==> src/rtl/chte_pkg.sv <==
`default_nettype none
// ----------------------------------------------------------------------------
// chte_pkg
// Shared types and constants of the chained hash table engine.
// ----------------------------------------------------------------------------
package chte_pkg;

    localparam int unsigned BUCKETS_DEF = 256;
    localparam int unsigned NODES_DEF   = 1024;

    typedef enum logic [1:0] {
        OP_PUT    = 2'd0,
        OP_LOOKUP = 2'd1,
        OP_REMOVE = 2'd2,
        OP_NONE   = 2'd3
    } t_op;

    typedef enum logic [1:0] {
        ST_OK        = 2'd0,
        ST_NOT_FOUND = 2'd1,
        ST_BAD_KEY   = 2'd2,
        ST_FULL      = 2'd3
    } t_status;

    typedef enum logic {
        CFG_BUCKETS = 1'b0,
        CFG_MULT    = 1'b1
    } t_cfg_idx;

    typedef struct packed {
        logic [1:0]  operation;
        logic [63:0] lookup_key;
        logic [63:0] value_word;
        logic        capture_flag;
    } t_in_item;

    typedef struct packed {
        logic [1:0]  status;
        logic [63:0] found_value;
        logic        found_flag;
        logic [10:0] entry_count;
    } t_out_item;

    // classified item handed from front to back
    typedef struct packed {
        logic [1:0]  operation;
        logic        bad_key;
        logic [63:0] lookup_key;
        logic [63:0] value_word;
        logic        capture_flag;
        logic [63:0] hash;
    } t_job;

    typedef enum logic [3:0] {
        B_IDLE,
        B_MOD,
        B_HEAD,
        B_RD,
        B_CMP,
        B_WR,
        B_FREE,
        B_DONE
    } t_bstate;

endpackage
`default_nettype wire

==> src/rtl/chte_front.sv <==
`default_nettype none
// ----------------------------------------------------------------------------
// chte_front
// Accepts items, checks the key and forms the 64-bit product hash over
// three 32x32 partial products, then pushes a job into a two-entry queue.
// ----------------------------------------------------------------------------
module chte_front (
    input  wire                 i_clk,
    input  wire                 i_rst_n,
    input  wire                 i_start,
    input  chte_pkg::t_in_item  i_item,
    input  wire [63:0]          i_mult,
    output logic                o_busy,
    output logic                o_job_valid,
    output chte_pkg::t_job      o_job,
    input  wire                 i_job_pop
);
    import chte_pkg::*;

    logic        r_act, n_act;
    logic [1:0]  r_ph, n_ph;
    t_in_item    r_item;
    logic [63:0] r_acc, n_acc;
    logic [63:0] r_mul;
    t_job        r_q [2];
    logic [1:0]  r_cnt, n_cnt;
    logic        r_rp, r_wp;
    logic [31:0] w_a, w_b;
    logic [63:0] w_p;
    logic        w_push;

    assign o_busy      = r_act || (r_cnt == 2'd2);
    assign o_job_valid = (r_cnt != 2'd0);
    assign o_job       = r_q[r_rp];

    always_comb begin
        w_a = r_ph[1] ? r_item.lookup_key[63:32] : r_item.lookup_key[31:0];
        w_b = r_ph[0] ? r_mul[63:32] : r_mul[31:0];
        w_p = 64'(w_a) * 64'(w_b);
    end

    always_comb begin
        n_act  = r_act;
        n_ph   = r_ph;
        n_acc  = r_acc;
        w_push = 1'b0;
        if (!r_act) begin
            if (i_start && !o_busy) begin
                n_act = 1'b1;
                n_ph  = 2'd0;
                n_acc = '0;
            end
        end else begin
            case (r_ph) inside
                2'd0: n_acc = w_p;
                2'd1, 2'd2: n_acc = r_acc + {w_p[31:0], 32'd0};
                default: n_acc = r_acc;
            endcase
            n_ph = r_ph + 2'd1;
            if (r_ph == 2'd2) begin
                n_act  = 1'b0;
                w_push = 1'b1;
            end
        end
        n_cnt = r_cnt + {1'b0, w_push} - {1'b0, i_job_pop};
    end

    always_ff @(posedge i_clk) begin
        if (!i_rst_n) begin
            r_act <= 1'b0;
            r_ph  <= '0;
            r_cnt <= '0;
            r_rp  <= 1'b0;
            r_wp  <= 1'b0;
        end else begin
            r_act <= n_act;
            r_ph  <= n_ph;
            r_cnt <= n_cnt;
            if (w_push) r_wp <= ~r_wp;
            if (i_job_pop) r_rp <= ~r_rp;
        end
    end

    always_ff @(posedge i_clk) begin
        r_acc <= n_acc;
        if (!r_act && i_start && !o_busy) begin
            r_item <= i_item;
            r_mul  <= i_mult;
        end
        if (w_push) begin
            r_q[r_wp].operation    <= r_item.operation;
            r_q[r_wp].bad_key      <= (r_item.lookup_key == 64'd0);
            r_q[r_wp].lookup_key   <= r_item.lookup_key;
            r_q[r_wp].value_word   <= r_item.value_word;
            r_q[r_wp].capture_flag <= r_item.capture_flag;
            r_q[r_wp].hash         <= n_acc;
        end
    end
endmodule
`default_nettype wire

==> config.mk <==
export PLATFORM = sky130hd
export DESIGN_NAME = chte_front
export DESIGN_NICKNAME = d
export VERILOG_FILES = /design/src/rtl/chte_pkg.sv /design/src/rtl/chte_front.sv
export SDC_FILE = /design/constraint.sdc
export NUM_CORES = 2
export LEC_CHECK = 0
export BUFFER_PORTS_ARGS = -buffer_cell sky130_fd_sc_hd__buf_2
export CAP_MARGIN = 20
export CORE_AREA = 2 2 362 364
export CTS_BUF_LIST = sky130_fd_sc_hd__clkbuf_8
export DETAILED_ROUTE_END_ITERATION = 7
export DIE_AREA = 0 0 364 366
export MAX_ROUTING_LAYER = met4
export PLACE_DENSITY_LB_ADDON = 0.25
export SYNTH_ARGS = -nofsm -noshare
export SYNTH_HDL_FRONTEND = slang
export SYNTH_SLANG_ARGS = --single-unit
==> constraint.sdc <==
create_clock -name i_clk -period 11.4 [get_ports i_clk]
set_input_delay 1.14 -clock i_clk [delete_from_list [all_inputs] [get_ports i_clk]]
set_output_delay 1.14 -clock i_clk [all_outputs]
set_load 0.02 [all_outputs]
==> Yosys cells after proc, flatten, opt, wreduce, memory -nomap -nowiden <==
Memory sizes are Yosys's and may differ from the RTL's. A register that Yosys moved wholly into a read port is not among the register bits.
Cells that the tools add are included.
{ "totals": {"reg_bits": 266, "ramBits": 392, "in_bits": 199, "out_inout_bits": 198, "word_cells": 50, "n_memories": 1} }
{ "op_classes": {"addsub": 4, "n_mul": 1, "eq_ne": 3, "muxes": 17, "bitwise_logic": 2, "n_reduce_logical": 11} }
{ "mem_list": {"columns": ["memory", "depth", "word_bits", "read_ports", "rd_clocked_by_memory_dff", "write_ports", "line", "text"], "rows": [
  ["r_q", 2, 196, 1, 1, 1, "chte_front.sv:25", "t_job r_q [2];"]
]} }
{ "op_table": {"columns": ["operator", "count"], "rows": [
  ["$mux W64", 4],
  ["$add A64 B64 Y64", 1],
  ["$logic_not A64 Y1", 1],
  ["$mul A32 B32 Y64", 1],
  ["$mux W32", 2],
  ["$mux W1", 9],
  ["$eq A2 B2 Y1 const B", 2],
  ["$mux W2", 2],
  ["$reduce_bool A2 Y1", 2],
  ["$logic_and A1 B1 Y1", 3],
  ["$add A2 B1 Y2", 1],
  ["$add A2 B1 Y2 const B", 1],
  ["$eq A2 B1 Y1 const B", 1],
  ["$logic_not A1 Y1", 2],
  ["$logic_not A2 Y1", 1],
  ["$not A1 Y1", 2],
  ["$reduce_or A2 Y1", 1],
  ["$sub A2 B1 Y2", 1],
  ["$logic_or A1 B1 Y1", 1]
]} }

==> Logic depth before layout (Yosys ltp) <==
{ "logic_depth": {"word_depth": 6, "mapped_depth": 40, "depth_no_buf": 36} }

==> Worst setup path after synthesis <==
OpenSTA, ideal clock, no wires.
{ "synth_path": {"path_type": "register to register", "start": "register r_ph[0]", "end": "register r_wp", "setup_time_ns": 0.096, "t_arrival_ns": 10.029, "t_required_ns": 11.304, "setup_slack_ns": 1.275, "path_stages_with_launch": 8, "n_path_buf": 2, "period_less_slack_ns": 10.125, "path_cell_list": "dfxtp_1 > clkbuf_1 > clkbuf_1 > inv_1 > ha_1 > nand2_1 > nor2_1 > o21a_1"} }
{ "synth_via": {"elab_chain_cells": 3} }
{ "synth_lines": {"columns": ["element", "line", "text"], "rows": [
  ["from (decl)", "chte_front.sv:21", "logic [1:0] r_ph, n_ph;"],
  ["from (signal assigned)", "chte_front.sv:77", "r_ph <= n_ph;"],
  ["$eq A2 B2 Y1", "chte_front.sv:60", "if (r_ph == 2'd2) begin"],
  ["$mux W1", "chte_front.sv:60", null],
  ["$mux W1", "chte_front.sv:47", "if (!r_act) begin"],
  ["to (signal assigned)", "chte_front.sv:79", "if (w_push) r_wp <= ~r_wp;"],
  ["to (decl)", "chte_front.sv:27", "logic r_rp, r_wp;"]
]} }
No other way between the ends.
A chain may end at the register's enable or synchronous reset.

==> Final worst setup path <==
{ "layout_path": {"start": "register r_ph[1]", "end": "memory r_q[0][63] in the netlist's numbering (data pin)"} }
{ "layout_via": {"elab_chain_cells": 6, "word_cells_on_any_way": 10, "classes_between": "1 x add/sub; 1 x mul; 2 x eq/ne; 4 x mux; 2 x reduce/logical"} }
{ "layout_lines": {"columns": ["element", "line", "text"], "rows": [
  ["$mux W32", "chte_front.sv:37", "w_a = r_ph[1] ? r_item.lookup_key[63:32] : r_item.lookup_key[31:0];"],
  ["$mul A32 B32 Y64", "chte_front.sv:39", "w_p = 64'(w_a) * 64'(w_b);"],
  ["$add A64 B64 Y64", "chte_front.sv:56", "2'd1, 2'd2: n_acc = r_acc + {w_p[31:0], 32'd0};"],
  ["$mux W64", "chte_front.sv:54", "case (r_ph) inside"],
  ["$mux W64 *", "chte_front.sv:54", null],
  ["$mux W64 *", "chte_front.sv:47", null],
  ["net n_acc[63]", "chte_front.sv:23", "logic [63:0] r_acc, n_acc;"],
  ["to (decl)", "chte_front.sv:25", null]
]} }
The timed path passes the listed nets; every way through them passes the cells marked *.

==> flow_summary_export.csv <==
group,metric,value,unit
placement,portBuffers,396,
job,cap_violations,0,
routing,wire_per_inst,23.9,microns
sta,finalSetupViolCount,0,
setup_path,start_kind,"register",
sta,slew_headroom,18.3,%
synthesis,synth_area,57700,sq um
routing,drt_iter0_drc,3598,
cts,clkSinkCount,659,
setup_path,slowest_stage,"mux2i_1",
routing,via_count,39800,
finish,nFillCells,11600,
setup_path,crit_path_max_incr_delay,0.92,ns
cts,numCtsBuffers,105,
synthesis,ys_types,74,
synthesis,synth-edff-count,587,
finish,nets,6936,
setup_path,rrSetupSlack,0.63,ns
status,status,"complete, but fails checks",
die,rows,132,
sta,timing.fmax,92.8,MHz
sta,fin_worst_skew,0.0975,ns
global_route,grt_pass1_wl,262000,microns
setup_path,criticalPathCategory,"reg -> reg",
die,die-width,364,microns
synthesis,avgSynthCellArea,11.1,sq um
global_route,grt_usage,27.3,%
global_route,grt_pass1_vias,41600,
synthesis,synth_ff_type,"edfxtp_1",
global_route,grt_max_degree,143,
routing,wirelength,176000,microns
cts,postCtsSetupBuffers,0,
die,core-area,129000,sq um
worst_hold_path,min_to,"r_q[0][69]$_DFFE_PP_",
setup_path,reg2regPathDepth,30,
worst_hold_path,hold_class,"reg -> reg",
placement,gp_congestion,1.01,
sta,min_period,10.77,ns
sta,slew_viol_final,0,
setup_path,worstPathArrival,11.32,ns
die,io_pins,397,
sta,setup-tns-final,0,ns
global_route,gr-total-overflow,0,
cts,cts-root-buf,"clkbuf_8",
sta,finalCritPeriodShare,94.5,%
setup_path,required,11.94,ns
cts,ctsLongestPathBuffers,3,
synthesis,async_flop_share,0,%
status,violations,"DRC",
setup_path,path_max_fanout,33,
setup_path,critical_path.startpoint,"r_ph[1]$_SDFFE_PN0P_",
routing,dr.pass1.iters,8,
routing,ant_nets,0,
routing,vias_per_cell,5.39,
sta,rsz0062_at_grt,"false",
die,die_height,366,microns
sta,tightest_slew,1.20,ns
setup_path,cpMostUsedCell,"fa_1",
cts,postCtsHoldBufs,0,
cts,cts_resized,0,
global_route,antenna_found_initial,14,
die,initial_core_util,44.7,%
worst_hold_path,whs_path_depth,0,
cts,cts_tree,"built",
cts,h-tree-depth,3,
finish,multiInputGateArea,34400,sq um
synthesis,synth_seq_area_share,33.0,%
die,die_area,133000,sq um
setup_path,rr_endpoint,"r_q[0][63]$_DFFE_PP_",
setup_path,endpoint_kind,"register",
synthesis,synth_cells,5175,
setup_path,r2r-start,"r_ph[1]$_SDFFE_PN0P_",
synthesis,synth_nets,6571,
synthesis,ys_warn_count,0,
finish,area_growth,11.2,%
sta,finalHoldViolCount,0,
worst_hold_path,hold_path.startpoint,"r_item[5]$_DFFE_PP_",
finish,seq_area,19100,sq um
routing,drcViolationCount,2,
synthesis,ys_ff_latch,659,
finish,drive_gt1_share,17.2,%
cts,clk_pin_slew,0.07,ns
cts,clk_latency,0.86,ns
placement,hpwl,137000,microns
cell usage after synthesis, drive strengths merged, types with 63 or more instances:
cell	n	area, sq um
edfxtp	587	17600
dfxtp	72	1440
nand2	774	2910
mux2	277	3120
ha	300	3750
inv	908	3410
a21oi	93	469
mux2i	63	631
clkbuf	220	826
o21ai	87	435
nor2	413	1550
fa	897	18000
area by class of cell:
| cell class | instances | share of cell area (%) |
|---|---|---|
| diodes | 14 | 0.0546 |
| clock inverters | 76 | 0.959 |
| clock buffers | 117 | 2.51 |
| well taps | 1742 | 3.40 |
| flip-flops and latches | 659 | 29.7 |
| repair buffers | 497 | 4.35 |
| multi-input cells | 3368 | 53.7 |
| inverters | 909 | 5.33 |
how the worst max path moves through the flow:
stage	to	slack, ns
2_1_floorplan	r_wp$_SDFFE_PN0P_	1.27
3_3_place_gp	r_q[1][63]$_DFFE_PP_	0.83
3_5_place_dp	r_q[0][63]$_DFFE_PP_	0.73
4_1_cts	r_q[0][63]$_DFFE_PP_	0.73
5_1_grt	r_q[1][63]$_DFFE_PP_	0.09
6_report	r_q[0][63]$_DFFE_PP_	0.63
state kept, by name, indices dropped and copies added, names as in the netlist, named ones only:
signal and cells:
r_rp 1, r_q 392, r_act 1, r_cnt 2, r_acc 64, r_ph 2
r_mul 64, r_item 131, r_wp 1
metal layers:
| metal | vias up | GRT usage [%] | routed length [microns] |
|---|---|---|---|
| li1 | 17200 | - | - |
| met1 | 20300 | 33.7 | 67200 |
| met2 | 1884 | 41.6 | 81000 |
| met3 | 437 | 7.83 | 18400 |
| met4 | 0 | 12.5 | 9480 |
| met5 | - | - | 0 |
through the flow:
step           hold slack (ns)  utilization [%]  instances  cell area, sq um  setup WS (ns)
4_1_cts                  0.375             49.7       7366             64100          0.732
2_1_floorplan            0.421                -       5175             57700           1.27
3_3_place_gp             0.422             48.0       7170             61900          0.831
6_report                 0.433             49.7       7382             64200          0.626
5_1_grt                  0.396             49.7       7381             64200         0.0852
3_5_place_dp             0.430             48.0       7173             61900          0.732
critical path: cells and delay by family, from the launching register on:
kind | cells | cell delay (ns)
AO/OA/AOI/OAI | 7 | 1.97
multiplexers | 2 | 1.02
XOR/XNOR | 2 | 0.39
AND/OR/NAND/NOR | 5 | 1.21
flip-flops | 1 | 0.70
adder cells (fa/ha/maj) | 10 | 4.93
buffers and inverters | 4 | 0.20
cell usage in the layout, fill, tap and decap left out, types with 42 or more instances in the layout:
cell type and instances:
a21oi_1 92, edfxtp_1 587, buf_4 96, xnor2_1 45
buf_2 396, clkbuf_8 117, inv_1 943, ha_1 300
nor2_1 411, a21o_1 53, mux2_2 277, mux2i_1 42
o21ai_0 85, fa_1 897, dfxtp_1 68, nand2_1 774
cell families (layout without fill, tap and decap cells):
family / after synthesis / after routing / share of synthesized area (%)
XOR/XNOR: 84 / 84 / 1.28
other: 0 / 14 / 0
buffers and inverters: 1148 / 1599 / 7.47
adder cells (fa/ha/maj): 1197 / 1197 / 37.6
multiplexers: 340 / 340 / 6.50
flip-flops: 659 / 659 / 33.0
AO/OA/AOI/OAI: 389 / 389 / 4.53
AND/OR/NAND/NOR: 1358 / 1358 / 9.56
Power is not shown: default switching activity piles up to over one toggle a cycle in this logic, so the estimate is an artifact.
